===== src/sv/pidaws_pkg.sv =====
// ----------------------------------------------------------------------------
// pidaws_pkg
// Shared constants, command/status types and helpers of the PID controller.
// ----------------------------------------------------------------------------
package pidaws_pkg;

  // Build-time tuning of the controller.
  localparam int unsigned TOLERANCE_PERCENT = 0;
  localparam int unsigned INTEGRAL_WINDOW   = 0;
  localparam int unsigned DERIV_TAU_MS      = 0;

  localparam int unsigned SAT_W   = 62;  // saturated products, +-2^60
  localparam int unsigned DIV_W   = 61;  // dividend and quotient
  localparam int unsigned DVS_W   = 33;  // divisor
  localparam int unsigned FR_W    = 48;  // filtered rate
  localparam int unsigned ALPHA_W = 17;  // filter coefficient, Q16 up to 1.0

  localparam logic signed [SAT_W-1:0] SAT_LIM = 62'sh1000000000000000;
  localparam logic [DVS_W-1:0]        MS_PER_S = 33'd1000;

  typedef enum logic [2:0] {
    REG_GAIN_P    = 3'd0,
    REG_GAIN_I    = 3'd1,
    REG_GAIN_D    = 3'd2,
    REG_FLOOR     = 3'd3,
    REG_CEILING   = 3'd4,
    REG_PERIOD    = 3'd5,
    REG_REVERSE   = 3'd6,
    REG_SLEW      = 3'd7
  } reg_idx_e;

  typedef enum logic [4:0] {
    OP_NONE,
    OP_LATCH,
    OP_PREP,
    OP_DECIDE,
    OP_MULP,
    OP_DIVR,
    OP_DIVA,
    OP_MULF,
    OP_MULD,
    OP_MULE,
    OP_MULC,
    OP_DIVC,
    OP_MULI,
    OP_DIVI,
    OP_SUM,
    OP_MULS,
    OP_DIVS,
    OP_SLEW,
    OP_EMIT
  } op_e;

  typedef struct packed {
    op_e  op;
    logic start_mul;
    logic start_div;
    logic exec;
    logic upd;
  } cmd_t;

  typedef struct packed {
    logic mul_done;
    logic div_done;
    logic primed;
    logic due;
    logic el_zero;
    logic slew_on;
    logic out_busy;
  } sts_t;

  // Clamp to the output limits; ceiling first, so a crossed floor wins.
  function automatic logic signed [31:0] clamp_out(input logic signed [63:0] x,
                                                   input logic signed [31:0] lo,
                                                   input logic signed [31:0] hi);
    logic signed [63:0] y;
    y = x;
    if (y > 64'(hi)) y = 64'(hi);
    if (y < 64'(lo)) y = 64'(lo);
    return y[31:0];
  endfunction

  function automatic logic signed [SAT_W-1:0] sat_add(input logic signed [SAT_W-1:0] a,
                                                      input logic signed [SAT_W-1:0] b);
    logic signed [SAT_W:0] s;
    s = (SAT_W+1)'(a) + (SAT_W+1)'(b);
    if (s > (SAT_W+1)'(SAT_LIM)) s = (SAT_W+1)'(SAT_LIM);
    else if (s < -(SAT_W+1)'(SAT_LIM)) s = -(SAT_W+1)'(SAT_LIM);
    return s[SAT_W-1:0];
  endfunction

endpackage


===== src/sv/pidaws_ctrl.sv =====
// ----------------------------------------------------------------------------
// pidaws_ctrl
// Sequencer: walks one word through the multiplier and divider steps.
// ----------------------------------------------------------------------------
module pidaws_ctrl (
  input  logic             clk_i,
  input  logic             rst_ni,
  input  logic             s_tvalid_i,
  output logic             s_tready_o,
  input  pidaws_pkg::sts_t sts_i,
  output pidaws_pkg::cmd_t cmd_o
);

  typedef enum logic [17:0] {
    ST_IDLE   = 18'h00001,
    ST_PREP   = 18'h00002,
    ST_DECIDE = 18'h00004,
    ST_MULP   = 18'h00008,
    ST_DIVR   = 18'h00010,
    ST_DIVA   = 18'h00020,
    ST_MULF   = 18'h00040,
    ST_MULD   = 18'h00080,
    ST_MULE   = 18'h00100,
    ST_MULC   = 18'h00200,
    ST_DIVC   = 18'h00400,
    ST_MULI   = 18'h00800,
    ST_DIVI   = 18'h01000,
    ST_SUM    = 18'h02000,
    ST_MULS   = 18'h04000,
    ST_DIVS   = 18'h08000,
    ST_SLEW   = 18'h10000,
    ST_EMIT   = 18'h20000
  } state_e;

  state_e st_q, st_d, nxt;
  logic   go_q, go_d, upd_q, upd_d;
  logic   is_mul, is_div;

  always_comb begin
    st_d   = st_q;
    go_d   = go_q;
    upd_d  = upd_q;
    nxt    = st_q;
    is_mul = 1'b0;
    is_div = 1'b0;
    cmd_o  = '{op: pidaws_pkg::OP_NONE, start_mul: 1'b0, start_div: 1'b0,
               exec: 1'b0, upd: 1'b0};
    s_tready_o = 1'b0;

    case (st_q)
      ST_IDLE: begin
        s_tready_o = 1'b1;
        cmd_o.op   = pidaws_pkg::OP_LATCH;
        cmd_o.exec = s_tvalid_i;
        if (s_tvalid_i) st_d = ST_PREP;
      end
      ST_PREP: begin
        cmd_o.op   = pidaws_pkg::OP_PREP;
        cmd_o.exec = 1'b1;
        st_d       = ST_DECIDE;
      end
      ST_DECIDE: begin
        cmd_o.op   = pidaws_pkg::OP_DECIDE;
        cmd_o.exec = 1'b1;
        // compute only when primed, due and time has moved
        if (sts_i.primed && sts_i.due && !sts_i.el_zero) begin
          upd_d = 1'b1;
          st_d  = ST_MULP;
        end else begin
          upd_d = 1'b0;
          st_d  = ST_EMIT;
        end
      end
      ST_MULP: begin cmd_o.op = pidaws_pkg::OP_MULP; is_mul = 1'b1; nxt = ST_DIVR; end
      ST_DIVR: begin
        cmd_o.op = pidaws_pkg::OP_DIVR;
        is_div   = 1'b1;
        nxt      = (pidaws_pkg::DERIV_TAU_MS != 0) ? ST_DIVA : ST_MULD;
      end
      ST_DIVA: begin cmd_o.op = pidaws_pkg::OP_DIVA; is_div = 1'b1; nxt = ST_MULF; end
      ST_MULF: begin cmd_o.op = pidaws_pkg::OP_MULF; is_mul = 1'b1; nxt = ST_MULD; end
      ST_MULD: begin cmd_o.op = pidaws_pkg::OP_MULD; is_mul = 1'b1; nxt = ST_MULE; end
      ST_MULE: begin cmd_o.op = pidaws_pkg::OP_MULE; is_mul = 1'b1; nxt = ST_MULC; end
      ST_MULC: begin cmd_o.op = pidaws_pkg::OP_MULC; is_mul = 1'b1; nxt = ST_DIVC; end
      ST_DIVC: begin cmd_o.op = pidaws_pkg::OP_DIVC; is_div = 1'b1; nxt = ST_MULI; end
      ST_MULI: begin cmd_o.op = pidaws_pkg::OP_MULI; is_mul = 1'b1; nxt = ST_DIVI; end
      ST_DIVI: begin cmd_o.op = pidaws_pkg::OP_DIVI; is_div = 1'b1; nxt = ST_SUM; end
      ST_SUM: begin
        cmd_o.op   = pidaws_pkg::OP_SUM;
        cmd_o.exec = 1'b1;
        st_d       = sts_i.slew_on ? ST_MULS : ST_SLEW;
      end
      ST_MULS: begin cmd_o.op = pidaws_pkg::OP_MULS; is_mul = 1'b1; nxt = ST_DIVS; end
      ST_DIVS: begin cmd_o.op = pidaws_pkg::OP_DIVS; is_div = 1'b1; nxt = ST_SLEW; end
      ST_SLEW: begin
        cmd_o.op   = pidaws_pkg::OP_SLEW;
        cmd_o.exec = 1'b1;
        st_d       = ST_EMIT;
      end
      ST_EMIT: begin
        cmd_o.op  = pidaws_pkg::OP_EMIT;
        cmd_o.upd = upd_q;
        if (!sts_i.out_busy) begin
          cmd_o.exec = 1'b1;
          st_d       = ST_IDLE;
        end
      end
      default: st_d = ST_IDLE;
    endcase

    // launch the unit once, then wait for its done pulse
    if (is_mul || is_div) begin
      if (!go_q) begin
        cmd_o.start_mul = is_mul;
        cmd_o.start_div = is_div;
        go_d            = 1'b1;
      end else if ((is_mul && sts_i.mul_done) || (is_div && sts_i.div_done)) begin
        cmd_o.exec = 1'b1;
        go_d       = 1'b0;
        st_d       = nxt;
      end
    end
  end

  always_ff @(posedge clk_i or negedge rst_ni) begin
    if (!rst_ni) begin
      st_q  <= ST_IDLE;
      go_q  <= 1'b0;
      upd_q <= 1'b0;
    end else begin
      st_q  <= st_d;
      go_q  <= go_d;
      upd_q <= upd_d;
    end
  end

endmodule


===== config.mk =====
export PLATFORM = sky130hd
export DESIGN_NAME = pidaws_ctrl
export DESIGN_NICKNAME = d
export VERILOG_FILES = /design/src/sv/pidaws_pkg.sv /design/src/sv/pidaws_ctrl.sv
export SDC_FILE = /design/constraint.sdc
export NUM_CORES = 1
export LEC_CHECK = 0
export BUFFER_PORTS_ARGS = -buffer_cell sky130_fd_sc_hd__buf_2
export CAP_MARGIN = 15
export CORE_MARGIN = 3
export CORE_UTILIZATION = 45
export DETAILED_ROUTE_END_ITERATION = 10
export PLACE_DENSITY_LB_ADDON = 0.12
export SYNTH_ARGS = -nofsm -noshare
export SYNTH_HDL_FRONTEND = slang
export SYNTH_SLANG_ARGS = --single-unit

===== constraint.sdc =====
create_clock -name clk_i -period 3.7 [get_ports clk_i]
set_clock_uncertainty 0.15 [all_clocks]
set_input_delay 0.925 -clock clk_i [delete_from_list [all_inputs] [get_ports clk_i]]
set_output_delay 0.925 -clock clk_i [all_outputs]
set_load 0.01 [all_outputs]

# After elaboration in Yosys (flattened, before gate mapping)
# Cells that the tools add are included.
[totals]
reg_bits = 20
in_bits = 10
output_inout_bits = 10
[op_classes]
eq_ne = 19
muxes = 23
n_reduce_logical = 12
[ops]
columns = ["operator", "n"]
rows = [
  ["case mux 18 bit (11 select lines)", 1],
  ["case mux 18 bit (7 select lines)", 1],
  ["two-way mux 18 bit", 6],
  ["case mux 5 bit (18 select lines)", 1],
  ["equality test 18 x 1 -> 1 bit, second input constant", 1],
  ["equality test 18 x 10 -> 1 bit, second input constant", 1],
  ["equality test 18 x 11 -> 1 bit, second input constant", 1],
  ["equality test 18 x 12 -> 1 bit, second input constant", 1],
  ["equality test 18 x 13 -> 1 bit, second input constant", 1],
  ["equality test 18 x 14 -> 1 bit, second input constant", 1],
  ["equality test 18 x 15 -> 1 bit, second input constant", 1],
  ["equality test 18 x 16 -> 1 bit, second input constant", 1],
  ["equality test 18 x 17 -> 1 bit, second input constant", 1],
  ["equality test 18 bit, second input constant", 1],
  ["equality test 18 x 2 -> 1 bit, second input constant", 1],
  ["equality test 18 x 3 -> 1 bit, second input constant", 1],
  ["equality test 18 x 4 -> 1 bit, second input constant", 1],
  ["equality test 18 x 5 -> 1 bit, second input constant", 1],
  ["equality test 18 x 6 -> 1 bit, second input constant", 1],
  ["equality test 18 x 7 -> 1 bit, second input constant", 1],
  ["equality test 18 x 8 -> 1 bit, second input constant", 1],
  ["equality test 18 x 9 -> 1 bit, second input constant", 1],
  ["two-way mux 17 bit", 1],
  ["!= test 14 x 4 -> 1 bit, second input constant", 1],
  ["other kinds (12)", 25],
]

# Logic depth before layout (Yosys ltp)
[depth]
depth_word = 8
ltp_mapped = 9

# Worst setup path after synthesis
# OpenSTA, ideal clock, no wires.
[synth_path]
path_type = "register to output"
startpoint = "register st_q[15]"
endpoint = "output port cmd_o[4] in the netlist's numbering"
t_arrival_ps = 2073
t_required_ps = 2625
setup_slack_ps = 552
path_stages_with_launch = 8
path_cell_list = "dfrtp_1 -> nor4_4 -> nand4_1 -> or4_4 -> inv_2 -> nor2_1 -> and4_1 -> nand2_1"
[synth_rtl]
columns = ["item", "line_no", "rtl"]
rows = [
  ["start: declaration", "pidaws_ctrl.sv:35", "state_e st_q, st_d, nxt;"],
  ["start signal: assignment", "pidaws_ctrl.sv:131", "st_q <= st_d;"],
  ["end: declaration", "pidaws_ctrl.sv:11", "output pidaws_pkg::cmd_t cmd_o"],
]

==> run_results.csv <==
group,metric,value,unit
floorplan,dieArea,0.004029,mm2
critical_path,r2r_end,"st_q[15]",
logic_synthesis,synthSimpleGateAreaFrac,0.3965,
critical_path,crit_type,"flip-flop to primary output",
sta,period_share,0.9628,
floorplan,start_util,0.4790,
logic_synthesis,yosys.area_share.xor_xnor,0.04125,
logic_synthesis,yosysMostFrequentCell,"dfrtp_1",
clocking,root_buffer,"clkbuf_4",
min_path,min_path_cells,1,
clocking,cts.clk_slew.worst_paths,0.11,ns
clocking,cts.sinks,20,
clocking,clock_path_buffers,2,
min_path,hp-start,"upd_q",
sta,post-route-min-period,3.563,ns
logic_synthesis,synth_area,0.001486,mm2
floorplan,die_h,63.48,um
global_route,grt_max_degree,21,
pwr,pwr-share-seq,0.351,
floorplan,die_w,63.48,um
pwr,switchingPower,0.3190,mW
sta,tns,0,ns
logic_synthesis,synth_compound_area_frac,0.1271,
sta,finalSetupViolations,0,
sta,max_freq,0.2807,GHz
critical_path,crit_path_start_kind,"flip-flop",
pwr,max-vdd-ir-drop,0.0002348,V
detailed_routing,drt_pre_antenna_iters,5,
sta,slew_headroom,0.6726,
placement,dp.cells,209,
critical_path,r2r-start,"st_q[15]",
logic_synthesis,synth_fa_ha_area_frac,0,
logic_synthesis,ys_seq_area_frac,0.3375,
detailed_routing,wl_per_cell,17.09,um
pwr,powerDensity,473.9,mW/mm2
detailed_routing,vias,1388,
min_path,hold_class,"flip-flop to flip-flop",
critical_path,rr_worst_depth,7,
logic_synthesis,synth_top_area_frac,0.3199,
logic_synthesis,async_reset_ff_frac,1.000,
finish,drive_gt1_frac,0.3224,
floorplan,num_rows,20,
placement,placed_cell_area,0.001608,mm2
finish,area_delta_synth_final,20.37,%
sta,timing.hold.ws,0.3658,ns
global_route,grt_pass1_wl,6403,um
floorplan,io_pins,20,
finish,layout.nets,194,
finish,final_area,0.001789,mm2
critical_path,rrSetupSlack,1.04,ns
logic_synthesis,synth-edff-count,0,
sta,hold_viol,0,
pwr,p_int,0.5288,mW
logic_synthesis,ys_warn_count,0,
min_path,hold_end,"upd_q",
logic_synthesis,yosys-top-cells-count,"19 x dfrtp_1, 14 x nor2_1, 9 x mux2i_1, 7 x nor2b_1",
logic_synthesis,syn_area_per_cell,9.844,um2
logic_synthesis,synth.area.top_cells,"dfrtp_1 32%, mux2i_1 6.1%, nor4_4 4.3%",
logic_synthesis,syn_inst,151,
global_route,track_usage,0.2028,
status,status,"finished, final reports clean",
clocking,clock_latency,0.31,ns
logic_synthesis,synth_area_leader_cell,"dfrtp_1",
placement,dp_hpwl,2868,um
logic_synthesis,ys_ff_latch,20,
logic_synthesis,ys.flop_type,"dfrtp_1",
pwr,power.share.clock,0.217,
detailed_routing,detail_route.iter0.violations,83,
logic_synthesis,synth_top_family_by_area,"simple AND/OR/NAND/NOR gates",
floorplan,coreArea,0.003103,mm2
logic_synthesis,synth_cell_type_count,46,
clocking,h-tree-depth,1,
detailed_routing,drc_errors,0,
critical_path,arrival,2.49,ns
finish,fillers,284,
global_route,grt_pass1_vias,1266,
critical_path,crit_path_end_kind,"primary output",
logic_synthesis,syn-num-nets,161,
clocking,cts_tree,"built",
detailed_routing,routed_wl,3879,um
clocking,cts_hold_buf,0,
global_route,grt_overflow,0,
placement,place_congestion,0.8642,
run,cap_violations,0,
logic_synthesis,muxShareOfSynthArea,0.06818,
global_route,grt_antenna_before_repair,0,
sta,maxSlewViolCount,0,
sta,tightest_slew,0.4860,ns
critical_path,path_max_fanout,7,
pwr,p_comb_frac,0.432,
finish,diodes,0,
finish,layoutNonFillerInstCount,227,
critical_path,critPathRequiredTime,2.62,ns
pwr,switching_share,0.3763,
detailed_routing,antenna_left,0,
detailed_routing,vias_per_cell,6.115,
placement,placement.io_buffers,19,
clocking,cts_buffers,3,
pwr,leakage,0.8243,nW
[kinds of logic (layout without fill, tap and decap cells)]
family,count (synthesis),count (layout)
and+or+nand+nor,83,83
AOI/OAI and AO/OA,23,23
DFF,20,20
muxes,10,10
buffers and inverters,8,40
xor gates and xnor gates,7,7
[worst max-delay path by stage]
stage                         from  cells after the start        to
final                     st_q[15]                      7  cmd_o[3]
after global placement     st_q[8]                      7  cmd_o[1]
after detailed placement   st_q[6]                      8  cmd_o[4]
after floorplan           st_q[15]                      7  cmd_o[4]
after CTS                  st_q[7]                      8  cmd_o[4]
after global routing      st_q[14]                      7  cmd_o[3]
[sequential cells by signal, indices dropped and copies added (netlist names)]
register / flops
go_q: 1
upd_q: 1
st_q: 18
[metal layers]
metal  track usage  vias to the layer above  routed length, um
met5             0                        -                  0
met1        0.2960                      695               1846
met2        0.3155                       41               1815
met3       0.02674                        6                172
met4       0.05121                        0                 44
li1              -                      646                  -
[power groups by stage]
stage	registers [mW]	logic [mW]	clock network [mW]
2_1_floorplan	0.282	0.271	0
3_5_place_dp	0.299	0.344	0
4_1_cts	0.295	0.349	0.189
3_3_place_gp	0.297	0.343	0
6_report	0.298	0.366	0.184
5_1_grt	0.303	0.405	0.199
[layout make-up]
type | count | area, um2 | area share
clock buffers | 3 | 22.52 | 0.01259
clock inverters | 1 | 30.03 | 0.01678
inverters | 2 | 7.507 | 0.004196
multi-input cells | 123 | 959.7 | 0.5364
flip-flops and latches | 20 | 506.7 | 0.2832
well taps | 44 | 55.05 | 0.03077
repair buffers | 34 | 207.7 | 0.1161
[worst max-delay path, cell delays in order, from the launching register on]
cell	delay (ns)
dfrtp_2	0.46
nor4_4	0.37
buf_4	0.19
nand4_4	0.13
or4_4	0.56
nand4_4	0.18
nor2b_1	0.16
buf_2	0.14
[through the flow]
step                      utilization  setup WS [ns]  total power, mW
after floorplan                     -         0.5520           0.5525
after global placement         0.5181         0.3376           0.6396
after detailed placement       0.5181         0.2504           0.6432
after CTS                      0.5452       0.003898           0.8332
after global routing           0.5766       -0.02357           0.9081
final                          0.5766         0.1375           0.8478
[layout by cell type (no fill, tap or decap), types with 2 or more instances in the layout]
cell type  count
buf_2         19
dfrtp_1       15
buf_4         15
nor2_1        14
mux2i_1        9
nor2b_1        7
nand4_1        6
nor3_1         6
nand3_1        5
nand3b_1       5
xnor2_1        5
nand2_1        5
nor4_4         4
o21ai_0        4
nand4b_1       4
and2_1         4
dfrtp_2        4
nand2b_1       3
and4_1         3
nor4_1         3
o22ai_1        3
o31ai_1        3
clkbuf_4       3
or4_4          2
xor2_1         2
and3_1         2
and4b_1        2
nand4_4        2
or3_1          2
o21ai_1        2
a21oi_1        2
[repair_timing]
action	CTS	global route
resized for setup	1	6
setup endpoints to repair	3	5
pin swaps	3	7
cloned	0	0
setup buffers	3	11
(Power assumes the default switching activity.)
